===== src/rtl/assert_macros.svh =====
// ----------------------------------------------------------------------------
// Assertion macros
// Clocked assertion wrappers, disabled while in reset.
// ----------------------------------------------------------------------------
`ifndef ASSERT_MACROS_SVH
`define ASSERT_MACROS_SVH

// Implication or plain property, sampled on clk, quiet in reset.
`define ASSERT_CLK(label, prop, msg) \
	label: assert property (@(posedge clk) disable iff (!arst_n) (prop)) else $error(msg);

// Condition that must never be seen on a clock edge.
`define ASSERT_NEVER(label, cond, msg) \
	label: assert property (@(posedge clk) disable iff (!arst_n) !(cond)) else $error(msg);

`endif


===== src/rtl/sbp_pkg.sv =====
// ----------------------------------------------------------------------------
// sbp_pkg
// Types and constants of the six-button pad protocol core.
// ----------------------------------------------------------------------------
`timescale 1ns / 1ps

package sbp_pkg;

	localparam int SELECT_BIT = 6;
	localparam int PHASE_W    = 4;
	localparam int BTN_W      = 12;

	localparam logic [PHASE_W-1:0] PHASE_LAST  = 4'd9;
	localparam logic [PHASE_W-1:0] PHASE_FIRST = 4'd1;

	localparam logic [7:0] DATA_IDLE  = 8'h3F;
	localparam logic [7:0] DATA_NONE  = 8'hFF;

	// button bit positions in the pressed mask
	localparam int BTN_R    = 0;
	localparam int BTN_L    = 1;
	localparam int BTN_D    = 2;
	localparam int BTN_U    = 3;
	localparam int BTN_A    = 4;
	localparam int BTN_B    = 5;
	localparam int BTN_C    = 6;
	localparam int BTN_ST   = 7;
	localparam int BTN_X    = 8;
	localparam int BTN_Y    = 9;
	localparam int BTN_Z    = 10;
	localparam int BTN_MODE = 11;

	typedef enum logic {
		OP_READ  = 1'b0,
		OP_WRITE = 1'b1
	} op_t;

	typedef struct packed {
		logic       en;
		logic       port;
		logic [7:0] value;
	} wr_req_t;

	typedef struct packed {
		logic [7:0]         ctrl;
		logic [PHASE_W-1:0] phase;
	} port_view_t;

endpackage


===== src/rtl/sbp_ifs.sv =====
// ----------------------------------------------------------------------------
// sbp_ifs
// Request and response channels, valid/ready handshake.
// ----------------------------------------------------------------------------
`timescale 1ns / 1ps

interface sbp_req_if;
	import sbp_pkg::*;
	logic             valid;
	logic             ready;
	logic             operation;
	logic             port;
	logic [7:0]       value;
	logic [BTN_W-1:0] buttons;

	modport source (output valid, operation, port, value, buttons, input ready);
	modport sink   (input valid, operation, port, value, buttons, output ready);
endinterface

interface sbp_rsp_if;
	logic       valid;
	logic       ready;
	logic [7:0] read_data;

	modport source (output valid, read_data, input ready);
	modport sink   (input valid, read_data, output ready);
endinterface


===== src/rtl/sbp_port_state.sv =====
// ----------------------------------------------------------------------------
// sbp_port_state
// Per-port control byte and phase counter, with TH edge detection.
// ----------------------------------------------------------------------------
`timescale 1ns / 1ps

module sbp_port_state (
	input  logic                clk,
	input  logic                arst_n,
	input  sbp_pkg::wr_req_t    wr,
	input  logic                sel_port,
	output sbp_pkg::port_view_t view
);
	import sbp_pkg::*;

	logic [7:0]         ctrl_q  [2];
	logic [PHASE_W-1:0] phase_q [2];
	logic               th_change;
	logic [PHASE_W-1:0] phase_next;

	assign th_change  = ctrl_q[wr.port][SELECT_BIT] != wr.value[SELECT_BIT];
	assign phase_next = (phase_q[wr.port] >= PHASE_LAST) ? PHASE_FIRST
	                                                     : phase_q[wr.port] + 1'b1;

	always_ff @(posedge clk or negedge arst_n) begin
		if (!arst_n) begin
			ctrl_q[0]  <= '0;
			ctrl_q[1]  <= '0;
			phase_q[0] <= '0;
			phase_q[1] <= '0;
		end else if (wr.en) begin
			ctrl_q[wr.port] <= wr.value;
			if (th_change) begin
				phase_q[wr.port] <= phase_next;
			end
		end
	end

	assign view.ctrl  = ctrl_q[sel_port];
	assign view.phase = phase_q[sel_port];

endmodule


===== src/rtl/sbp_read_mux.sv =====
// ----------------------------------------------------------------------------
// sbp_read_mux
// Data byte selection by phase and TH level, active-low buttons.
// ----------------------------------------------------------------------------
`timescale 1ns / 1ps

module sbp_read_mux (
	input  sbp_pkg::port_view_t      view,
	input  logic [sbp_pkg::BTN_W-1:0] buttons,
	output logic [7:0]               read_data
);
	import sbp_pkg::*;

	logic       th;
	logic [5:0] grp_bc;
	logic [5:0] grp_as;
	logic [3:0] grp_xyz;

	assign th = view.ctrl[SELECT_BIT];

	assign grp_bc  = {buttons[BTN_C], buttons[BTN_B], buttons[BTN_R],
	                  buttons[BTN_L], buttons[BTN_D], buttons[BTN_U]};
	assign grp_as  = {buttons[BTN_ST], buttons[BTN_A], buttons[BTN_R],
	                  buttons[BTN_L], buttons[BTN_D], buttons[BTN_U]};
	assign grp_xyz = {buttons[BTN_MODE], buttons[BTN_Z], buttons[BTN_Y], buttons[BTN_X]};

	always_comb begin
		read_data = DATA_NONE;
		case (view.phase)
			4'd0: begin
				read_data = DATA_IDLE;
			end
			4'd1, 4'd3, 4'd5: begin
				if (th) begin
					read_data = {2'b11, ~grp_bc};
				end
			end
			4'd2, 4'd4, 4'd6, 4'd8: begin
				if (!th) begin
					read_data = {2'b11, ~grp_as};
				end
			end
			4'd7, 4'd9: begin
				if (th) begin
					read_data = {4'b0000, ~grp_xyz};
				end
			end
			default: begin
				read_data = DATA_NONE;
			end
		endcase
	end

endmodule


===== src/rtl/six_button_pad_protocol_core.sv =====
// ----------------------------------------------------------------------------
// six_button_pad_protocol_core
// A read is registered in stage 1; its data byte is then registered in the response register.
// Throughput: 1 transaction per cycle, unless a read in stage 1 waits on a held response.
// Writes update the port state in the first stage and give no response.
// Reset (arst_n, async, low): control bytes and phases to zero, pipeline empty.
// ----------------------------------------------------------------------------
`timescale 1ns / 1ps
`include "assert_macros.svh"

module six_button_pad_protocol_core (
	input  logic    clk,
	input  logic    arst_n,
	sbp_req_if.sink  req,
	sbp_rsp_if.source rsp
);
	import sbp_pkg::*;

	logic             valid_s1;
	op_t              op_s1;
	logic             port_s1;
	logic [7:0]       value_s1;
	logic [BTN_W-1:0] buttons_s1;

	logic             rsp_valid_q;
	logic [7:0]       read_data_q;

	logic             adv;
	logic             adv_read;
	logic             req_acc;
	wr_req_t          wr;
	port_view_t       view;
	logic [7:0]       read_data;

	assign adv      = valid_s1 && (op_s1 == OP_WRITE || !rsp_valid_q || rsp.ready);
	assign adv_read = adv && op_s1 == OP_READ;
	assign req.ready = !valid_s1 || adv;
	assign req_acc  = req.valid && req.ready;

	always_ff @(posedge clk or negedge arst_n) begin
		if (!arst_n) begin
			valid_s1 <= 1'b0;
		end else if (req_acc) begin
			valid_s1 <= 1'b1;
		end else if (adv) begin
			valid_s1 <= 1'b0;
		end
	end

	always_ff @(posedge clk) begin
		if (req_acc) begin
			op_s1      <= op_t'(req.operation);
			port_s1    <= req.port;
			value_s1   <= req.value;
			buttons_s1 <= req.buttons;
		end
	end

	assign wr.en    = adv && op_s1 == OP_WRITE;
	assign wr.port  = port_s1;
	assign wr.value = value_s1;

	sbp_port_state u_state (
		.clk      (clk),
		.arst_n   (arst_n),
		.wr       (wr),
		.sel_port (port_s1),
		.view     (view)
	);

	sbp_read_mux u_mux (
		.view      (view),
		.buttons   (buttons_s1),
		.read_data (read_data)
	);

	always_ff @(posedge clk or negedge arst_n) begin
		if (!arst_n) begin
			rsp_valid_q <= 1'b0;
		end else if (adv_read) begin
			rsp_valid_q <= 1'b1;
		end else if (rsp.ready) begin
			rsp_valid_q <= 1'b0;
		end
	end

	always_ff @(posedge clk) begin
		if (adv_read) begin
			read_data_q <= read_data;
		end
	end

	assign rsp.valid     = rsp_valid_q;
	assign rsp.read_data = read_data_q;

	`ASSERT_CLK(a_rsp_from_read, $rose(rsp_valid_q) |-> $past(adv_read), "response without read")
	`ASSERT_NEVER(a_phase_range, valid_s1 && view.phase > PHASE_LAST, "phase out of range")
	`ASSERT_CLK(a_s1_hold, (valid_s1 && !adv) |=> (valid_s1 && $stable(port_s1) && $stable(op_s1)), "stage 1 lost")

endmodule


===== src/flat_wrapper.sv =====
// flat-port wrapper written by rule: the top's interface ports become plain ports
module six_button_pad_protocol_core_flat import sbp_pkg::*;
  (clk, arst_n, req_valid, req_operation, req_port, req_value, req_buttons, req_ready, rsp_valid, rsp_read_data, rsp_ready);
  sbp_req_if req_i ();
  sbp_rsp_if rsp_i ();
  input  logic clk;
  input  logic arst_n;
  input wire logic [$bits(req_i.valid)-1:0] req_valid;
  input wire logic [$bits(req_i.operation)-1:0] req_operation;
  input wire logic [$bits(req_i.port)-1:0] req_port;
  input wire logic [$bits(req_i.value)-1:0] req_value;
  input wire logic [$bits(req_i.buttons)-1:0] req_buttons;
  output wire logic [$bits(req_i.ready)-1:0] req_ready;
  output wire logic [$bits(rsp_i.valid)-1:0] rsp_valid;
  output wire logic [$bits(rsp_i.read_data)-1:0] rsp_read_data;
  input wire logic [$bits(rsp_i.ready)-1:0] rsp_ready;
  assign req_i.valid = req_valid;
  assign req_i.operation = req_operation;
  assign req_i.port = req_port;
  assign req_i.value = req_value;
  assign req_i.buttons = req_buttons;
  assign req_ready = req_i.ready;
  assign rsp_valid = rsp_i.valid;
  assign rsp_read_data = rsp_i.read_data;
  assign rsp_i.ready = rsp_ready;
  six_button_pad_protocol_core u_core (.clk(clk), .arst_n(arst_n), .req(req_i), .rsp(rsp_i));
endmodule

===== config.mk =====
export PLATFORM = sky130hd
export DESIGN_NAME = six_button_pad_protocol_core_flat
export DESIGN_NICKNAME = d
export VERILOG_FILES = /design/src/rtl/sbp_pkg.sv /design/src/rtl/sbp_ifs.sv /design/src/rtl/sbp_port_state.sv /design/src/rtl/sbp_read_mux.sv /design/src/rtl/six_button_pad_protocol_core.sv /design/src/flat_wrapper.sv
export VERILOG_INCLUDE_DIRS = /design/src /design/src/rtl
export SDC_FILE = /design/constraint.sdc
export NUM_CORES = 1
export LEC_CHECK = 0
export ABC_AREA = 1
export CORE_ASPECT_RATIO = 1.75
export CORE_MARGIN = 3
export CORE_UTILIZATION = 62
export DETAILED_ROUTE_END_ITERATION = 10
export DONT_BUFFER_PORTS = 1
export PLACE_DENSITY_LB_ADDON = 0.3
export SYNTH_ARGS = -nofsm -noshare
export SYNTH_HDL_FRONTEND = slang
export SYNTH_SLANG_ARGS = --single-unit
export TNS_END_PERCENT = 10

===== constraint.sdc =====
create_clock -name clk -period 2.65 [get_ports clk]
set_clock_uncertainty 0.05 [all_clocks]
set_input_delay 0.53 -clock clk [delete_from_list [all_inputs] [get_ports clk]]
set_output_delay 0.53 -clock clk [all_outputs]
set_load 0.05 [all_outputs]

==> run metrics, run 1 <==
fin nets 242; largest net degree at the start of global routing 14; CTS buffer count 5; power share of the combinational group 30.8%; Final Hold Fails 0; post-synthesis register bit count 34; # setup viols final 0; P_leak 0.000934 uW; final wirelength 3140 um; HP Class input port to flop; share of the yosys chip area belonging to registers 54.1%; chip width 46.5 um; Crit Path Category flop to flop; CP endpoint kind flop; first-pass GRT wire length 5300 um; core area 2720 um^2; Clock Sinks 34; sequential share of power 41.1%; most common cell after layout, fill and taps aside nand2_1; Vias/cell 5.47; Worst EP required 2620 ps; max-cap viol count 0; layout cells sized above 1 13.7%; starting density of the core 65.2%; RSZ-0062 raised after global routing false; headroom to the max-slew limit 63.7%; WP data arrival 2250 ps; drc violations 0; Worst VDD drop 0.000696 V; Least-Margin Pin Slew 543 ps; vias 1307; NetSw 717 uW; fin crit share 85.9%; post-cts sizing count 0; CTS clk-pin slew, worst paths 80 ps; vias in the first global route 1301; Area contributors post-synth edfxtp_1 37%, dfrtp_1 17%, nand2_1 15%; Mapped Cells 202; detailed placement HPWL 2450 um; most frequent cells in the layout 69 x nand2_1, 25 x inv_1, 22 x edfxtp_1; drt pass-1 iters 4; clk buf depth 2; Overflow after GRT 0; CTS tree built; row count 25; Setup crit start kind flop; crit-path max FO 12; area leader, netlist edfxtp_1; DR WL/cell 13.2 um; I/O Buffers 0; GPL Wtd Cong 0.903; Ys Warns 0; number of fill cells 184; R2R depth 9; worst skew pair latency 290 ps; reg2reg end u_core.rsp.read_data[3]; synth unique cells 23; Hold Crit Start req_buttons[9]; Worst Setup Slack, final 373 ps; initial antenna violation count 0; Max Slew Vio Count 0; Post-DRT Antenna Nets 0; Switching Share 36.1%; mapped cell area 1780 um^2; die height 76.8 um; Tmin final 2280 ps; Area Overhead vs Synth 10.2%; Worst R2R Start u_core.port_s1; Int Pwr 1270 uW; post-synth top area share 37.2%; Syn Area/Cell 8.79 um^2; pwr dens 1020 nW/um^2; num ports 36; r2r setup slk 370 ps; fmax 0.439 GHz; die area 3570 um^2; status complete, no violations; syn nets 233; CTS root buf clkbuf_8; clock share of power 28.0%; Post-Place Setup Slack 339 ps; number of antenna cells inserted 0; htree depth 2; hold depth 0; setup TNS 0 ps; Hold Path End u_core.buttons_s1[9]; all-layer global routing usage 20.6%; Starting DRT DRC Count 41
==> state kept, by name, indices dropped and copies added, names as in the netlist <==
| register | cells |
|---|---|
| u_core.u_state.phase_q | 8 |
| u_core.rsp.read_data | 7 |
| u_core.valid_s1 | 1 |
| u_core.op_s1 | 1 |
| u_core.value_s1 | 1 |
| u_core.u_state.ctrl_q | 2 |
| u_core.port_s1 | 1 |
| u_core.buttons_s1 | 12 |
| u_core.rsp.valid | 1 |
==> timing repair <==
item                                   in CTS  in global routing
buffers inserted                            0                  0
hold buffers                                1                  0
endpoints found under the hold margin      12                  0
==> stage by stage <==
step | cell area, um^2 | power [uW] | instances | util, % | hold slack, ps
floorplan | 1780 | 1300 | 202 | - | 184
detailed placement | 1810 | 1430 | 230 | 66.5 | 185
global route | 1960 | 2120 | 239 | 71.9 | 270
finish | 1960 | 1990 | 239 | 71.9 | 282
global placement | 1810 | 1400 | 230 | 66.5 | 185
CTS | 1960 | 2000 | 239 | 71.9 | 277
==> worst max path at each step <==
stage	from	endpoint	cells after the start
after floorplan	u_core.port_s1	u_core.rsp.read_data[5]	10
after global placement	u_core.port_s1	u_core.rsp.read_data[5]	9
after detailed placement	u_core.port_s1	u_core.rsp.read_data[5]	9
after CTS	u_core.port_s1	u_core.rsp.read_data[5]	9
after global routing	u_core.port_s1	u_core.rsp.read_data[5]	9
final	u_core.port_s1	u_core.rsp.read_data[3]	9
==> cell families (layout without fill, tap and decap cells) <==
family / after synthesis / after routing / share of synthesized area [%]
simple gates: 114 / 114 / 27.8
flops: 34 / 34 / 54.1
buf+inv: 32 / 42 / 7.89
compound gates: 15 / 15 / 5.29
fa+ha+maj: 5 / 5 / 3.52
xor+xnor: 2 / 2 / 1.41
==> cell usage after synthesis (all sizes together) <==
cell,n
dfrtp,12
nand2,76
inv,28
nor2,15
ha,5
edfxtp,22
clkinv,1
a21oi,3
xor2,1
xnor2,1
nand3,22
nand4,1
o21ai,12
buf,3
==> cell type report <==
| class | count | area [um^2] | area share, % |
|---|---|---|---|
| sequential | 34 | 961 | 49.1 |
| clock inverter | 3 | 68.8 | 3.52 |
| multi-input combinational | 136 | 674 | 34.5 |
| tap | 27 | 33.8 | 1.73 |
| clock buffer | 5 | 68.8 | 3.52 |
| inverter | 29 | 110 | 5.63 |
| timing repair buffer | 5 | 40.0 | 2.05 |
==> power groups by stage <==
stage	Clock, uW	Sequential [uW]	Combinational (uW)
final	558	818	613
after global routing	587	830	703
after CTS	567	818	616
after detailed placement	0	827	607
after global placement	0	822	582
after floorplan	0	825	475
==> per-layer routing <==
layer / vias up / GRT usage (%) / wire length [um] / part of all wire, %
li1: 657 / - / - / -
met1: 593 / 20.9 / 1120 / 36
met2: 43 / 34.5 / 1770 / 56
met3: 14 / 6.57 / 133 / 4.2
met4: 0 / 12.0 / 122 / 3.9
met5: - / 0 / 0 / 0
==> worst max-delay path, cell delays in order, from the launching register on <==
cell and delay (ps):
edfxtp_1 580, o21ai_0 330, inv_1 150, ha_1 240
nand3_1 110, nand2_2 130, nand2_1 100, nand2_2 100
nor2_1 130, nand3_1 80
Power figures use the tool's default switching activity.
==> run 2: changes to the inputs <==
--- a/config.mk
+++ b/config.mk
@@ -9,7 +9,7 @@
 export ABC_AREA = 1
 export CORE_ASPECT_RATIO = 1.75
 export CORE_MARGIN = 3
-export CORE_UTILIZATION = 62
+export CORE_UTILIZATION = 56
 export DETAILED_ROUTE_END_ITERATION = 10
 export DONT_BUFFER_PORTS = 1
 export PLACE_DENSITY_LB_ADDON = 0.3
==> constraint.sdc (replaced) <==
create_clock -name clk -period 2 [get_ports clk]
set_clock_uncertainty 0.05 [all_clocks]
set_input_delay 0.4 -clock clk [delete_from_list [all_inputs] [get_ports clk]]
set_output_delay 0.4 -clock clk [all_outputs]
set_load 0.05 [all_outputs]
==> run 2 against run 1 <==
Sequential cell count stayed put. Core utilization is 2.8 points lower. Non-clock buffer count grew 10.
==> run metrics, run 2 (synthesized netlist as in run 1, its figures left out) <==
starting density of the core 59.3% (-5.9 points); crit-path max FO 7 (-5); fmax 0.514 GHz (+17%); Starting DRT DRC Count 41 (unchanged); CP endpoint kind flop; NetSw 971 uW (+35%); all-layer global routing usage 19.1% (-1.5 points); CTS clk-pin slew, worst paths 70 ps (about the same); Worst path max stage delay 490 ps (-90 ps); area of the multi-input gates 691 um^2 (+2.4%); most common cell after layout, fill and taps aside nand2_1; CP top delay family simple AND/OR/NAND/NOR gates; status complete, no violations; WP data arrival 1940 ps (-310 ps); Least-Margin Pin Slew 592 ps (+49.5 ps); DR WL/cell 12.9 um (-2.2%); # setup viols final 0 (unchanged); clock share of power 27.8% (-0.2 points); Cell Chain, Critical Path o21ai_2, inv_1, ha_1, nand3_1, nand2_2, nand2_1, nand2_2, nor2_1, nand3_1; Setup crit start kind flop; cell area after layout 2070 um^2 (+5.6%); die area 3910 um^2 (+9.6%); Switching Share 35.9% (-0.15 points); Vias/cell 5.10 (-6.7%); htree depth 2 (unchanged); row count 26 (+4.0%); first-pass GRT wire length 5580 um (+5.3%); clk buf depth 2 (unchanged); fin crit share 97.4% (+11 points); detailed placement HPWL 2600 um (+5.9%); Largest Register u_core.buttons_s1; GPL Wtd Cong 0.853 (-5.5%); chip width 48.6 um (+4.6%); vias 1347 (+3.1%); I/O Buffers 0 (unchanged); num ports 36 (unchanged); CTS buffer count 5 (unchanged); CTS root buf clkbuf_8; Area Overhead vs Synth 16.4%; setup TNS 0 ps (unchanged); max-cap viol count 0 (unchanged); RSZ-0062 raised after global routing true; Crit path buffers/inverters 1 (unchanged); core area 2990 um^2 (+10%); P_leak 0.000988 uW (+5.8%); die height 80.5 um (+4.8%); Worst EP required 1990 ps (-630 ps); headroom to the max-slew limit 60.4% (-3.3 points); Int Pwr 1730 uW (+36%); power share of the combinational group 32.4% (+1.6 points); Worst VDD drop 0.000949 V (+36%); Tmin final 1950 ps (-330 ps); DP Cell Count 253 (+10%); number of fill cells 244 (+33%); initial antenna violation count 0 (unchanged); number of antenna cells inserted 0 (unchanged); largest net degree at the start of global routing 14 (unchanged); Non-Filler Instances 264 (+10%); drt pass-1 iters 4 (unchanged); CP max stage cell edfxtp_1; Largest register FFs 12 (unchanged); final wirelength 3400 um (+8.0%); vias in the first global route 1341 (+3.1%); CTS tree built; pwr dens 1310 nW/um^2 (+29%); DP Area 1890 um^2 (+4.4%); worst skew pair latency 290 ps (about the same); Reg area 961 um^2 (unchanged); most frequent cells in the layout 66 x nand2_1, 24 x inv_1, 22 x edfxtp_1; Crit Path Category flop to flop; Post-Place Setup Slack -92.8 ps (-432 ps); Total Power 2700 uW (+36%); Final Hold Fails 0 (unchanged); fin nets 252 (+4.1%); Overflow after GRT 0 (unchanged); Max Slew Vio Count 0 (unchanged); Worst Setup Slack, final 52.8 ps (-320 ps); drc violations 0 (unchanged); Clock Sinks 34 (unchanged); sequential share of power 39.8% (-1.3 points); layout cells sized above 1 19.8% (+6.1 points); Post-DRT Antenna Nets 0 (unchanged); HP Class input port to flop
-- run 2: cell count changes in the layout (fill, tap and decap cells not counted), sizes merged --
cell and delta:
buf +10
-- run 2: per-layer routing --
metal  routed length, um  track usage [%]  vias up
met4                  81             10.8        0
met2                1950             37.3       41
met1                1220             17.4      614
met3                 140             5.19       11
met5                   0                0        -
li1                    -                -      681
-- run 2: metrics by stage --
stage          util, %  hold slack [ps]
6_report          69.1              144
5_1_grt           69.1              129
4_1_cts           68.6              136
3_5_place_dp      63.1             54.8
3_3_place_gp      63.1             54.8
2_1_floorplan        -             54.4
-- run 2: final timing paths --
check / from / end / slack [ps] / cells past startpoint
worst max register to register: u_core.port_s1 / u_core.rsp.read_data[2] / 50 / 9
worst min register to register: u_core.u_state.phase_q[1] / u_core.u_state.phase_q[1] / 440 / 2
worst max-delay path: u_core.port_s1 / u_core.rsp.read_data[2] / 50 / 9
min in group asynchronous: arst_n / u_core.rsp.valid / 500 / 1
worst min-delay path: rsp_ready / u_core.rsp.valid / 140 / 1
max in group asynchronous: arst_n / u_core.u_state.phase_q[0] / 1010 / 1
-- run 2: cell type report --
cell class	count	share of cell area (%)
Inverter	29	5.33
Timing Repair Buffer	15	5.57
Clock buffer	5	3.33
Clock inverter	3	3.33
Sequential cell	34	46.5
Tap cell	42	2.54
Multi-Input combinational cell	136	33.4
-- run 2: worst reg2reg max path, delay by kind of cell, from the launching register on --
family / cells / cell delay, ps
AND/OR/NAND/NOR: 6 / 610
flip-flops: 1 / 490
adder cells (fa/ha/maj): 1 / 240
AO/OA/AOI/OAI: 1 / 210
buffers and inverters: 1 / 90
-- run 2: repair_timing --
item / CTS / global route
setup buffers: 2 / 0
gates cloned: 0 / 0
setup endpoints to repair: 7 / 13
hold endpoints to repair: 12 / 0
hold buffers: 1 / 0
gates resized for setup: 1 / 6
-- run 2: power by group through the flow --
stage	logic, uW	registers [uW]	clock network (uW)
2_1_floorplan	631	1090	0
3_3_place_gp	812	1080	0
3_5_place_dp	845	1090	0
4_1_cts	866	1070	773
5_1_grt	993	1090	801
6_report	876	1080	753
==> run 3: changes to the inputs <==
--- a/config.mk
+++ b/config.mk
@@ -12,6 +12,7 @@
 export CORE_UTILIZATION = 56
 export DETAILED_ROUTE_END_ITERATION = 10
 export DONT_BUFFER_PORTS = 1
+export GPL_TIMING_DRIVEN = 0
 export PLACE_DENSITY_LB_ADDON = 0.3
 export SYNTH_ARGS = -nofsm -noshare
 export SYNTH_HDL_FRONTEND = slang
==> run 3 against run 2 <==
Final cell count fell by 1.5%. First-iteration DRC count grew 27%. Design area increased by 0.73%. Non-clock buffer count is 4 lower. Critical path depth grew 2. Die area is the same. Global-route usage decreased by 0.33 points. Largest cell class unchanged. Power rose by 0.30%. Sequential power about the same. Wire length is 5.3% higher. Hold slack better by 7.7 ps.
==> run metrics, run 3 (synthesized netlist as in run 1, its figures left out) <==
most frequent cells in the layout 67 x nand2_1, 22 x inv_1, 22 x edfxtp_1; Cell Chain, Critical Path buf_6, o21ai_4, inv_2, ha_2, nand3_2, nand2_2, buf_4, nand3_1, nand2_1, nor2_1, nand3_1; fin nets 248 (-1.6%); fmax 0.518 GHz (+0.87%); initial antenna violation count 0 (unchanged); Worst VDD drop 0.000728 V (-23%); die height 80.5 um (unchanged); die area 3910 um^2 (unchanged); Final Hold Fails 0 (unchanged); number of antenna cells inserted 0 (unchanged); vias in the first global route 1283 (-4.3%); Worst Setup Slack, final 69.6 ps (+16.8 ps); Overflow after GRT 0 (unchanged); CTS root buf clkbuf_8; num ports 36 (unchanged); number of fill cells 223 (-8.6%); WP data arrival 1920 ps (-20 ps); drc violations 0 (unchanged); largest net degree at the start of global routing 16 (+2); Vias/cell 5.32 (+4.3%); CP top delay family simple AND/OR/NAND/NOR gates; row count 26 (unchanged); headroom to the max-slew limit 47.7% (-13 points); core area 2990 um^2 (unchanged); Crit path buffers/inverters 3 (+2); DR WL/cell 13.8 um (+6.9%); CTS clk-pin slew, worst paths 70 ps (about the same); most common cell after layout, fill and taps aside nand2_1; crit-path max FO 6 (-1); # setup viols final 0 (unchanged); Setup crit start kind flop; area of the multi-input gates 736 um^2 (+6.5%); Post-Place Setup Slack -296 ps (-203 ps); GPL Wtd Cong 0.870 (+2.0%); vias 1384 (+2.7%); first-pass GRT wire length 5380 um (-3.6%); final wirelength 3580 um (+5.3%); Crit Path Category flop to flop; Max Slew Vio Count 0 (unchanged); Post-DRT Antenna Nets 0 (unchanged); drt pass-1 iters 6 (+2); CTS tree built; Largest register FFs 12 (unchanged); Worst path max stage delay 400 ps (-90 ps); CP endpoint kind flop; RSZ-0062 raised after global routing true; worst skew pair latency 290 ps (about the same); Tmin final 1930 ps (-16.8 ps); CP max stage cell edfxtp_1; layout cells sized above 1 22.5% (+2.7 points); max-cap viol count 0 (unchanged); Least-Margin Pin Slew 783 ps (+191 ps); Clock Sinks 34 (unchanged); HP Class input port to flop; CTS buffer count 5 (unchanged); starting density of the core 59.3% (unchanged); detailed placement HPWL 2520 um (-3.0%); pwr dens 1300 nW/um^2 (-0.42%); setup TNS 0 ps (unchanged); fin crit share 96.5% (-0.84 points); clk buf depth 2 (unchanged); Worst EP required 1990 ps (about the same); I/O Buffers 0 (unchanged); Area Overhead vs Synth 17.3%; chip width 48.6 um (unchanged); Largest Register u_core.buttons_s1; Starting DRT DRC Count 52 (+27%); P_leak 0.000965 uW (-2.3%); all-layer global routing usage 18.8% (-0.33 points); htree depth 2 (unchanged); status complete, no violations; Reg area 962 um^2 (+0.13%); CP dominant cell by count nand3_1
## run 3: cell types whose count changed in the layout (fill, tap and decap cells not counted), moves of 2 or more
cell and delta:
nor2_1 -3, inv_2 +2, inv_1 -2, ha_2 +2, ha_1 -2, nor2_2 +3, buf_6 +2, o21ai_4 +2
buf_4 -7
## run 3: worst paths after layout
check | from | endpoint | slack, ps | cells after the start
worst max-delay path | u_core.port_s1 | u_core.rsp.read_data[2] | 70 | 11
worst min-delay path | req_buttons[8] | u_core.buttons_s1[8] | 150 | 0
worst max register to register | u_core.port_s1 | u_core.rsp.read_data[2] | 70 | 11
worst min register to register | u_core.u_state.phase_q[1] | u_core.u_state.phase_q[1] | 430 | 2
max in group asynchronous | arst_n | u_core.rsp.valid | 1020 | 1
min in group asynchronous | arst_n | u_core.u_state.phase_q[5] | 480 | 1
## run 3: area by class of cell
cell class,instances,share of cell area (%)
clock buffers,7,4.15
plain buffers,3,1.44
flip-flops and latches,34,46.2
repair buffers,8,3.61
well taps,42,2.52
multi-input cells,136,35.3
inverters,29,5.29
clock inverters,1,1.44
## run 3: per-layer routing
metal / routed length [um] / global-route usage (%) / up-vias
met5: 0 / 0 / -
met4: 161 / 15.1 / 0
met3: 175 / 6.12 / 17
met2: 2000 / 34.5 / 60
met1: 1240 / 16.4 / 635
li1: - / - / 672
## run 3: where the power goes
part	leakage (uW)	total (uW)	switching [uW]	internal (uW)
sequential	0.000359	1110	189	917
combinational	0.000548	958	607	351
clock	0.0000585	647	241	406
## run 3: timing repair
item	4_1_cts	5_1_grt
setup buffers	1	6
gates resized for setup	11	9
pin swaps	1	5
hold buffers	1	0
setup endpoints to repair	29	14
endpoints found under the hold margin	12	0
## run 3: stage by stage
stage	hold slack (ps)	utilization (%)	area (um^2)	power, uW	instances
3_5_place_dp	54.7	61.1	1830	1890	244
4_1_cts	146	66.9	2000	2610	254
3_3_place_gp	54.8	61.1	1830	1850	244
6_report	152	69.6	2080	2710	260
5_1_grt	133	69.6	2080	2850	260
2_1_floorplan	54.4	-	1780	1730	202
